`config.mk`:
```
export PLATFORM = sky130hd
export DESIGN_NAME = expression_lexer_core
export DESIGN_NICKNAME = d
export VERILOG_FILES = /design/src/sv/elx_pkg.sv /design/src/sv/elx_scan.sv /design/src/sv/elx_outq.sv /design/src/sv/expression_lexer_core.sv
export SDC_FILE = /design/constraint.sdc
export NUM_CORES = 1
export LEC_CHECK = 0
export ABC_AREA = 1
export BUFFER_PORTS_ARGS = -buffer_cell sky130_fd_sc_hd__clkbuf_2
export CORE_MARGIN = 4
export CORE_UTILIZATION = 66
export DETAILED_ROUTE_END_ITERATION = 7
export PLACE_DENSITY = 0.95
export RECOVER_POWER = 50
export SYNTH_ARGS = -nofsm -noshare
export SYNTH_HDL_FRONTEND = slang
export SYNTH_SLANG_ARGS = --single-unit
```
`constraint.sdc`:
```
create_clock -name clk_i -period 6 [get_ports clk_i]
set_clock_uncertainty 0.15 [all_clocks]
set_input_delay 0.3 -clock clk_i [delete_from_list [all_inputs] [get_ports clk_i]]
set_output_delay 0.3 -clock clk_i [all_outputs]
set_load 0.005 [all_outputs]
```
`src/sv/elx_pkg.sv`:
```
package elx_pkg;

  localparam int unsigned MaxIdentCharsDef = 8;
  localparam int unsigned NumberBitsDef    = 31;

  localparam int unsigned NumValW   = 31;
  localparam int unsigned IdentW    = 64;
  localparam int unsigned IdentLenW = 4;

  // result queue, room for the two results one beat may cause
  localparam int unsigned QDepth = 4;

  typedef enum logic [0:0] {
    IN_CHAR = 1'b0,
    IN_END  = 1'b1
  } in_mode_e;

  typedef enum logic [3:0] {
    TK_NUMBER = 4'd0,
    TK_IDENT  = 4'd1,
    TK_PLUS   = 4'd2,
    TK_MINUS  = 4'd3,
    TK_MUL    = 4'd4,
    TK_DIV    = 4'd5,
    TK_EQUAL  = 4'd6,
    TK_OPEN   = 4'd7,
    TK_CLOSE  = 4'd8,
    TK_SEMI   = 4'd9,
    TK_ERROR  = 4'd10
  } token_kind_e;

  typedef struct packed {
    in_mode_e    mode;
    logic [7:0]  char_code;
  } lex_in_t;

  typedef struct packed {
    token_kind_e           token_kind;
    logic [NumValW-1:0]    number_value;
    logic                  number_saturated;
    logic [IdentW-1:0]     ident_chars;
    logic [IdentLenW-1:0]  ident_length;
    logic                  ident_truncated;
    logic [7:0]            bad_char;
    logic                  last_of_run;
  } lex_out_t;

  // results of one accepted beat, first is taken before second
  typedef struct packed {
    logic [1:0] count;
    lex_out_t   first;
    lex_out_t   second;
  } elx_pair_t;

endpackage

```
`src/sv/elx_scan.sv`:
```
module elx_scan import elx_pkg::*; #(
  parameter int unsigned MaxIdentChars = MaxIdentCharsDef,
  parameter int unsigned NumberBits    = NumberBitsDef
) (
  input  logic      clk_i,
  input  logic      rst_ni,
  input  logic      take_i,
  input  lex_in_t   in_i,
  output elx_pair_t res_o
);

  typedef enum logic [1:0] {
    ST_IDLE  = 2'd0,
    ST_NUM   = 2'd1,
    ST_IDENT = 2'd2
  } lex_state_e;

  localparam logic [7:0] ChZero  = 8'h30;
  localparam logic [7:0] ChNine  = 8'h39;
  localparam logic [7:0] ChUpA   = 8'h41;
  localparam logic [7:0] ChUpZ   = 8'h5a;
  localparam logic [7:0] ChLoA   = 8'h61;
  localparam logic [7:0] ChLoZ   = 8'h7a;
  localparam logic [7:0] ChUnder = 8'h5f;
  localparam logic [7:0] ChSpace = 8'h20;
  localparam logic [7:0] ChTab   = 8'h09;
  localparam logic [7:0] ChCr    = 8'h0d;
  localparam logic [7:0] ChPlus  = 8'h2b;
  localparam logic [7:0] ChMinus = 8'h2d;
  localparam logic [7:0] ChStar  = 8'h2a;
  localparam logic [7:0] ChSlash = 8'h2f;
  localparam logic [7:0] ChEqual = 8'h3d;
  localparam logic [7:0] ChOpen  = 8'h28;
  localparam logic [7:0] ChClose = 8'h29;
  localparam logic [7:0] ChSemi  = 8'h3b;

  localparam int unsigned ProdW = NumberBits + 4;
  localparam logic [NumberBits-1:0] NumMax = {NumberBits{1'b1}};

  lex_state_e              st_q, st_d;
  logic [NumberBits-1:0]   acc_q, acc_d;
  logic                    num_ovf_q, num_ovf_d;
  logic [IdentW-1:0]       id_buf_q, id_buf_d;
  logic [IdentLenW-1:0]    id_cnt_q, id_cnt_d;
  logic                    id_ovf_q, id_ovf_d;

  logic [7:0]  ch;
  logic        is_end, is_digit, is_alpha, is_space, is_ident_ch;
  logic        in_num, in_ident, extend, flush_emit, char_emit;
  logic [3:0]  digit;
  logic [ProdW-1:0] prod;
  logic        prod_sat;
  logic [IdentW-1:0] id_app_buf;
  logic        id_room;
  logic [NumberBits+NumValW-1:0] acc_wide;
  token_kind_e op_kind;
  lex_out_t    pend_tok, char_tok;

  assign ch          = in_i.char_code;
  assign is_end      = (in_i.mode == IN_END);
  assign is_digit    = (ch >= ChZero) && (ch <= ChNine);
  assign is_alpha    = ((ch >= ChUpA) && (ch <= ChUpZ)) || ((ch >= ChLoA) && (ch <= ChLoZ));
  assign is_space    = (ch == ChSpace) || ((ch >= ChTab) && (ch <= ChCr));
  assign is_ident_ch = is_alpha || is_digit || (ch == ChUnder);
  assign digit       = 4'(ch - ChZero);

  assign in_num   = (st_q == ST_NUM);
  assign in_ident = (st_q == ST_IDENT);

  // the byte continues the pending token
  assign extend     = !is_end && ((in_num && is_digit) || (in_ident && is_ident_ch));
  assign flush_emit = !extend && (in_num || in_ident);
  assign char_emit  = !is_end && !extend && !is_space && !is_digit && !is_alpha;

  // acc*10 + d, clamped; acc never exceeds NumMax so four extra bits suffice
  assign prod     = (ProdW'(acc_q) << 3) + (ProdW'(acc_q) << 1) + ProdW'(digit);
  assign prod_sat = prod > ProdW'(NumMax);

  assign id_room = id_cnt_q < IdentLenW'(MaxIdentChars);

  always_comb begin
    id_app_buf = id_buf_q;
    for (int i = 0; i < IdentW / 8; i++) begin
      if (id_room && (id_cnt_q == IdentLenW'(i))) begin
        id_app_buf[i*8 +: 8] = ch;
      end
    end
  end

  always_comb begin
    unique case (ch)
      ChPlus:  op_kind = TK_PLUS;
      ChMinus: op_kind = TK_MINUS;
      ChStar:  op_kind = TK_MUL;
      ChSlash: op_kind = TK_DIV;
      ChEqual: op_kind = TK_EQUAL;
      ChOpen:  op_kind = TK_OPEN;
      ChClose: op_kind = TK_CLOSE;
      ChSemi:  op_kind = TK_SEMI;
      default: op_kind = TK_ERROR;
    endcase
  end

  assign acc_wide = {{NumValW{1'b0}}, acc_q};

  always_comb begin
    pend_tok = '0;
    if (in_num) begin
      pend_tok.token_kind       = TK_NUMBER;
      pend_tok.number_value     = acc_wide[NumValW-1:0];
      pend_tok.number_saturated = num_ovf_q;
    end else begin
      pend_tok.token_kind      = TK_IDENT;
      pend_tok.ident_chars     = id_buf_q;
      pend_tok.ident_length    = id_cnt_q;
      pend_tok.ident_truncated = id_ovf_q;
    end

    char_tok             = '0;
    char_tok.token_kind  = op_kind;
    char_tok.bad_char    = (op_kind == TK_ERROR) ? ch : 8'h00;
    char_tok.last_of_run = 1'b1;
  end

  always_comb begin
    res_o        = '0;
    res_o.count  = 2'(flush_emit) + 2'(char_emit);
    res_o.second = char_tok;
    if (flush_emit) begin
      res_o.first             = pend_tok;
      res_o.first.last_of_run = !char_emit;
    end else begin
      res_o.first = char_tok;
    end
  end

  always_comb begin
    st_d      = st_q;
    acc_d     = acc_q;
    num_ovf_d = num_ovf_q;
    id_buf_d  = id_buf_q;
    id_cnt_d  = id_cnt_q;
    id_ovf_d  = id_ovf_q;
    if (take_i) begin
      if (extend && in_num) begin
        acc_d     = prod_sat ? NumMax : prod[NumberBits-1:0];
        num_ovf_d = num_ovf_q | prod_sat;
      end else if (extend) begin
        id_buf_d = id_app_buf;
        id_cnt_d = id_room ? id_cnt_q + 1'b1 : id_cnt_q;
        id_ovf_d = id_ovf_q | !id_room;
      end else begin
        st_d      = ST_IDLE;
        acc_d     = '0;
        num_ovf_d = 1'b0;
        id_buf_d  = '0;
        id_cnt_d  = '0;
        id_ovf_d  = 1'b0;
        if (!is_end && is_digit) begin
          st_d  = ST_NUM;
          acc_d = NumberBits'(digit);
        end else if (!is_end && is_alpha) begin
          st_d            = ST_IDENT;
          id_buf_d[7:0]   = ch;
          id_cnt_d        = IdentLenW'(1);
        end
      end
    end
  end

  always_ff @(posedge clk_i or negedge rst_ni) begin
    if (!rst_ni) begin
      st_q      <= ST_IDLE;
      acc_q     <= '0;
      num_ovf_q <= 1'b0;
      id_buf_q  <= '0;
      id_cnt_q  <= '0;
      id_ovf_q  <= 1'b0;
    end else begin
      st_q      <= st_d;
      acc_q     <= acc_d;
      num_ovf_q <= num_ovf_d;
      id_buf_q  <= id_buf_d;
      id_cnt_q  <= id_cnt_d;
      id_ovf_q  <= id_ovf_d;
    end
  end

  a_end_idles: assert property (@(posedge clk_i) disable iff (!rst_ni)
    take_i && is_end |=> st_q == ST_IDLE)
    else $error("end-of-input beat left a token pending");

  a_pair_order: assert property (@(posedge clk_i) disable iff (!rst_ni)
    res_o.count == 2'd2 |->
      (res_o.first.token_kind == TK_NUMBER || res_o.first.token_kind == TK_IDENT))
    else $error("two results without a pending token first");

  a_ident_len: assert property (@(posedge clk_i) disable iff (!rst_ni)
    st_q == ST_IDENT |-> id_cnt_q != '0 && id_cnt_q <= IdentLenW'(MaxIdentChars))
    else $error("identifier length out of range");

endmodule

```
`src/sv/elx_outq.sv`:
```
module elx_outq import elx_pkg::*; (
  input  logic      clk_i,
  input  logic      rst_ni,
  input  logic      push_i,
  input  elx_pair_t pair_i,
  output logic      room_o,
  output logic      valid_o,
  input  logic      ready_i,
  output lex_out_t  data_o
);

  localparam int unsigned PtrW = $clog2(QDepth);
  localparam int unsigned CntW = $clog2(QDepth + 1);

  lex_out_t          mem_q [QDepth];
  logic [PtrW-1:0]   wr_ptr_q, wr_ptr_d, rd_ptr_q, rd_ptr_d;
  logic [CntW-1:0]   cnt_q, cnt_d;
  logic [1:0]        push_n;
  logic              pop;

  assign push_n  = push_i ? pair_i.count : 2'd0;
  assign pop     = valid_o && ready_i;
  assign valid_o = (cnt_q != '0);
  assign data_o  = mem_q[rd_ptr_q];
  // a beat may bring two results, so keep two slots free
  assign room_o  = (cnt_q <= CntW'(QDepth - 2));

  assign wr_ptr_d = wr_ptr_q + PtrW'(push_n);
  assign rd_ptr_d = rd_ptr_q + PtrW'(pop);
  assign cnt_d    = cnt_q + CntW'(push_n) - CntW'(pop);

  always_ff @(posedge clk_i) begin
    if (push_n != 2'd0) begin
      mem_q[wr_ptr_q] <= pair_i.first;
    end
    if (push_n == 2'd2) begin
      mem_q[wr_ptr_q + PtrW'(1)] <= pair_i.second;
    end
  end

  always_ff @(posedge clk_i or negedge rst_ni) begin
    if (!rst_ni) begin
      wr_ptr_q <= '0;
      rd_ptr_q <= '0;
      cnt_q    <= '0;
    end else begin
      wr_ptr_q <= wr_ptr_d;
      rd_ptr_q <= rd_ptr_d;
      cnt_q    <= cnt_d;
    end
  end

  a_no_overrun: assert property (@(posedge clk_i) disable iff (!rst_ni)
    push_n != 2'd0 |-> cnt_q <= CntW'(QDepth - 2))
    else $error("results pushed without room");

  a_cnt_bound: assert property (@(posedge clk_i) disable iff (!rst_ni)
    cnt_q <= CntW'(QDepth))
    else $error("queue count beyond depth");

  a_run_tail: assert property (@(posedge clk_i) disable iff (!rst_ni)
    valid_o && !data_o.last_of_run |-> cnt_q >= CntW'(2))
    else $error("head is mid-run but its follower is missing");

endmodule

```
`src/sv/expression_lexer_core.sv`:
```
// channel | dir | handshake                | payload
// --------+-----+--------------------------+--------------------------
// in      | in  | in_valid_i / in_ready_o  | in_data_i  (lex_in_t)
// out     | out | out_valid_o / out_ready_i| out_data_o (lex_out_t)
//
// One input beat is taken per cycle while in_ready_o is high; its results are queued.
// A beat that closes a pending token and is itself a token gives two results, which
// leave one a cycle while out_ready_i is high; the four-entry result queue sets how far
// input runs ahead. in_ready_o drops while fewer than two queue slots are free.
// Reset clears the scanner state to idle and empties the queue.
module expression_lexer_core import elx_pkg::*; #(
  parameter int unsigned MaxIdentChars = MaxIdentCharsDef,
  parameter int unsigned NumberBits    = NumberBitsDef
) (
  input  logic     clk_i,
  input  logic     rst_ni,
  input  logic     in_valid_i,
  output logic     in_ready_o,
  input  lex_in_t  in_data_i,
  output logic     out_valid_o,
  input  logic     out_ready_i,
  output lex_out_t out_data_o
);

  logic      take;
  elx_pair_t pair;

  assign take = in_valid_i && in_ready_o;

  elx_scan #(
    .MaxIdentChars (MaxIdentChars),
    .NumberBits    (NumberBits)
  ) u_scan (
    .clk_i  (clk_i),
    .rst_ni (rst_ni),
    .take_i (take),
    .in_i   (in_data_i),
    .res_o  (pair)
  );

  elx_outq u_outq (
    .clk_i   (clk_i),
    .rst_ni  (rst_ni),
    .push_i  (take),
    .pair_i  (pair),
    .room_o  (in_ready_o),
    .valid_o (out_valid_o),
    .ready_i (out_ready_i),
    .data_o  (out_data_o)
  );

endmodule
```
==> run metrics <==
post-synthesis cell type with the largest combined area=dfxtp_1; fmax=0.198 GHz; Final #Nets=approximately 3200; Die ar.=~42000 um2; Num CTS Buffers=53; Core Util, Final=between 70% and 80%; gr ovfl total=0; R2R cell count=18; worst r2r src=u_scan.st_q[1]$_DFFE_PN0P_; crit path capture type=register; status=finished with violations; cell count after synthesis=3113; largest net degree at the start of global routing=about 160; largest cells by area after synthesis=dfxtp_1 32%, nand2_1 11%, dfrtp_1 11%; yosys warns=0; starting density of the core=between 60% and 70%; DP Wirelength=approximately 44000 um; Power Total=between 10 and 15 mW; Total GRT Usage=between 30% and 40%; initial antenna violation count=1; Leak=12.3 nW; First-pass DRT Iterations=8; Final Cycle Share=roughly 84%; # port buffers=between 100 and 150; reg2reg setup slack=1060 ps; post-synth top area share=between 30 and 40%; Ports=about 130; # diodes=0; crit-path max FO=31; hold_sp=in_data_i[4]; routed via count=roughly 24000; clock sinks=around 570; Clock Tree Buf Depth=3; unrepaired setup endpoints after global routing=no; crit-path max cell delay=approximately 570 ps; syn_nets=between 3000 and 4000; CTS-repair resized insts=0; via density per instance=between 6 and 7; max_cap viols=5; worst skew pair latency=approximately 600 ps; Least-Margin Pin Slew=between 2000 and 2500 ps; Final Critical Period=slightly above 5000 ps; dpl cells=approximately 3600; Core Box Area=approximately 38000 um2; CP startpoint kind=input port; Seq/Total Area, Yosys=48.8%; Total Neg Setup Slack=0 ps; post-synthesis cell type count=47; drt wl/cell=approximately 20 um; Avg Cell Area, Syn=about 8.1 um2; vias in the first global route=approximately 24000; WL final=about 74000 um; Required @ worst endpoint=roughly 6300 ps; layout cells sized above 1=under 10%; Worst Setup Path Type=input port to register; PD cells=roughly 400 nW/um2; CTS tree=yes; die height=between 200 and 250 um; setup violators final=0; slowest CP cell=nand2_1; R2R Path End=u_outq.mem_q[3][6]$_DFFE_PP_; final hold slack=-1.18 ps; worst vdd ir=about 0.35 mV; final std cells w/o fill=~3700; crit-path cells=dlygate4sd3_1 > clkbuf_1 > inv_1 > nand2_1 > nor3_1 > nand2_1 > o21ai_0 > nand2_1 > nand2_1 > inv_1 > ha_1 > inv_1 > nor2_1 > nor2_1 > nor2_4 > buf_4 > nor2_4 > inv_1 > o21ai_0 > buf_4 > nor2_1; Worst-path clk slew=about 70 ps; FP Rows=around 70; failing checks=DRC, hold timing, capacitance limit, slew limit; fin. max-slew vios=311; gpl congestion=just over 0.9; Fin. Hold Viols=1; Iter 0 DRT Violations=between 2000 and 3000; relative slew slack=-44.0%; Synth-to-Final Area Change=9.05%; die width=around 200 um; Hold Path Cell Cnt=5; worst path arrival time=approximately 5400 ps; Residual DRC=1; Synth Register Bits=roughly 570; post-synthesis cell area=approximately 25000 um2; first-pass GRT wire length=approximately 120000 um; Min-Delay Path Class=input port to register; antenna-violating nets left=0; CTS root buffer=clkbuf_16; Hold Path Sink=u_scan.id_buf_q[4]$_DFFE_PN0P_; H-tree depth=2
cells by family after synthesis:
| kind of cell | after synthesis | share of synthesized area (%) |
|---|---|---|
| AOI/OAI and AO/OA | 815 | 20.7 |
| xor gates and xnor gates | 28 | 0.967 |
| adders and majority gates | 76 | 3.84 |
| buffers and inverters | 336 | 5.51 |
| DFF | 566 | 48.8 |
| and+or+nand+nor | 1292 | 20.2 |
cells in the final DEF (no fill, tap or decap), types with 7 or more instances in the layout:
master     synthesis  layout
nand2_1          748     752
nor2_1           416     412
dfxtp_1          408     408
o21ai_0          353     365
a22o_1           256     256
inv_1            128     128
o22ai_1          118     118
dfrtp_1          110     109
clkbuf_2           0      82
ha_1              73      73
nand3_1           67      69
clkbuf_1         122      68
clkbuf_16          0      54
edfxtp_1          48      48
a21oi_1           38      39
nor3_1            21      22
buf_4              9      22
o21ai_1           29      18
xnor2_1           15      15
xor2_1            13      13
clkbuf_8           0      12
clkinv_2           1       8
inv_2              9       7
nor2_4             4       7
report_power, final:
part	internal [mW]	switching (mW)
Sequential	3.94	0.114
Clock	1.85	1.46
Combinational	1.06	2.53
layout make-up:
class                           instances  area [um2]
Sequential cell                       566       12400
Multi-Input combinational cell       2211       11600
Fill cell                            2660       10100
Clock buffer                           82        1580
Timing Repair Buffer                  162         841
Tap cell                              511         639
Inverter                              138         524
Clock inverter                         14         128
worst max-delay path, delay by kind of cell:
kind	cells	cell delay, ps
buf+inv	8	2030
fa+ha+maj	1	310
compound gates	2	570
simple gates	10	2160
per-stage QoR:
stage,cell area (um2),worst slack [ps]
6_report,27600,944
5_1_grt,27600,568
4_1_cts,27800,1520
3_5_place_dp,26000,1580
3_3_place_gp,26000,1750
2_1_floorplan,25400,2460
synth_stat cells, drive strengths merged:
cell    instances
nor2          423
o21bai          3
or2             1
o22ai         118
nand3b          5
nand3          70
xnor2          15
o31ai           1
a21o            4
o211ai          1
a22o          256
o21ai         383
nor3           27
nand4           4
and2            6
xor2           13
o22a            1
dfrtp         110
a21boi          2
clkinv          1
a31oi           3
and3            1
clkbuf        122
buf            76
o21a            3
nand2         754
inv           137
edfxtp         48
nor3b           1
ha             73
dfxtp         408
fa              3
a21oi          39
a211oi          1
timing repair:
item	CTS	global route
hold buffers	5	0
setup buffers	0	0
setup endpoints to repair	0	0
hold endpoints to repair	45	0
metal layers:
layer / part of all wire [%] / vias to the layer above / GRT usage (%)
met3: 9.8 / 317 / 6.17
met1: 38 / 11200 / 43.2
li1: - / 10600 / -
met5: 0.016 / - / 0
met2: 47 / 1564 / 57.2
met4: 4.7 / 2 / 18.7
registers in the layout, indices dropped and copies added (netlist names):
| register | flops |
|---|---|
| u_scan.id_cnt_q | 4 |
| u_scan.num_ovf_q | 1 |
| u_scan.id_ovf_q | 1 |
| u_scan.st_q | 2 |
| u_scan.id_buf_q | 64 |
| u_outq.wr_ptr_q | 2 |
| u_scan.acc_q | 31 |
| u_outq.cnt_q | 3 |
| u_outq.mem_q | 456 |
| u_outq.rd_ptr_q | 2 |
worst max-delay path by stage:
| stage | startpoint | end | slack, ps | cells after the start |
|---|---|---|---|---|
| after floorplan | in_data_i[6] | u_outq.mem_q[3][1]$_DFFE_PP_ | 2460 | 22 |
| after global placement | u_scan.st_q[1]$_DFFE_PN0P_ | u_outq.mem_q[0][113]$_DFFE_PP_ | 1750 | 19 |
| after detailed placement | u_scan.st_q[1]$_DFFE_PN0P_ | u_outq.mem_q[3][3]$_DFFE_PP_ | 1580 | 18 |
| after CTS | u_scan.st_q[1]$_DFFE_PN0P_ | u_outq.mem_q[3][6]$_DFFE_PP_ | 1520 | 18 |
| after global routing | in_data_i[6] | u_outq.mem_q[3][6]$_DFFE_PP_ | 570 | 23 |
| final | in_data_i[7] | u_outq.mem_q[3][6]$_DFFE_PP_ | 940 | 21 |
Power figures use the tool's default switching activity.
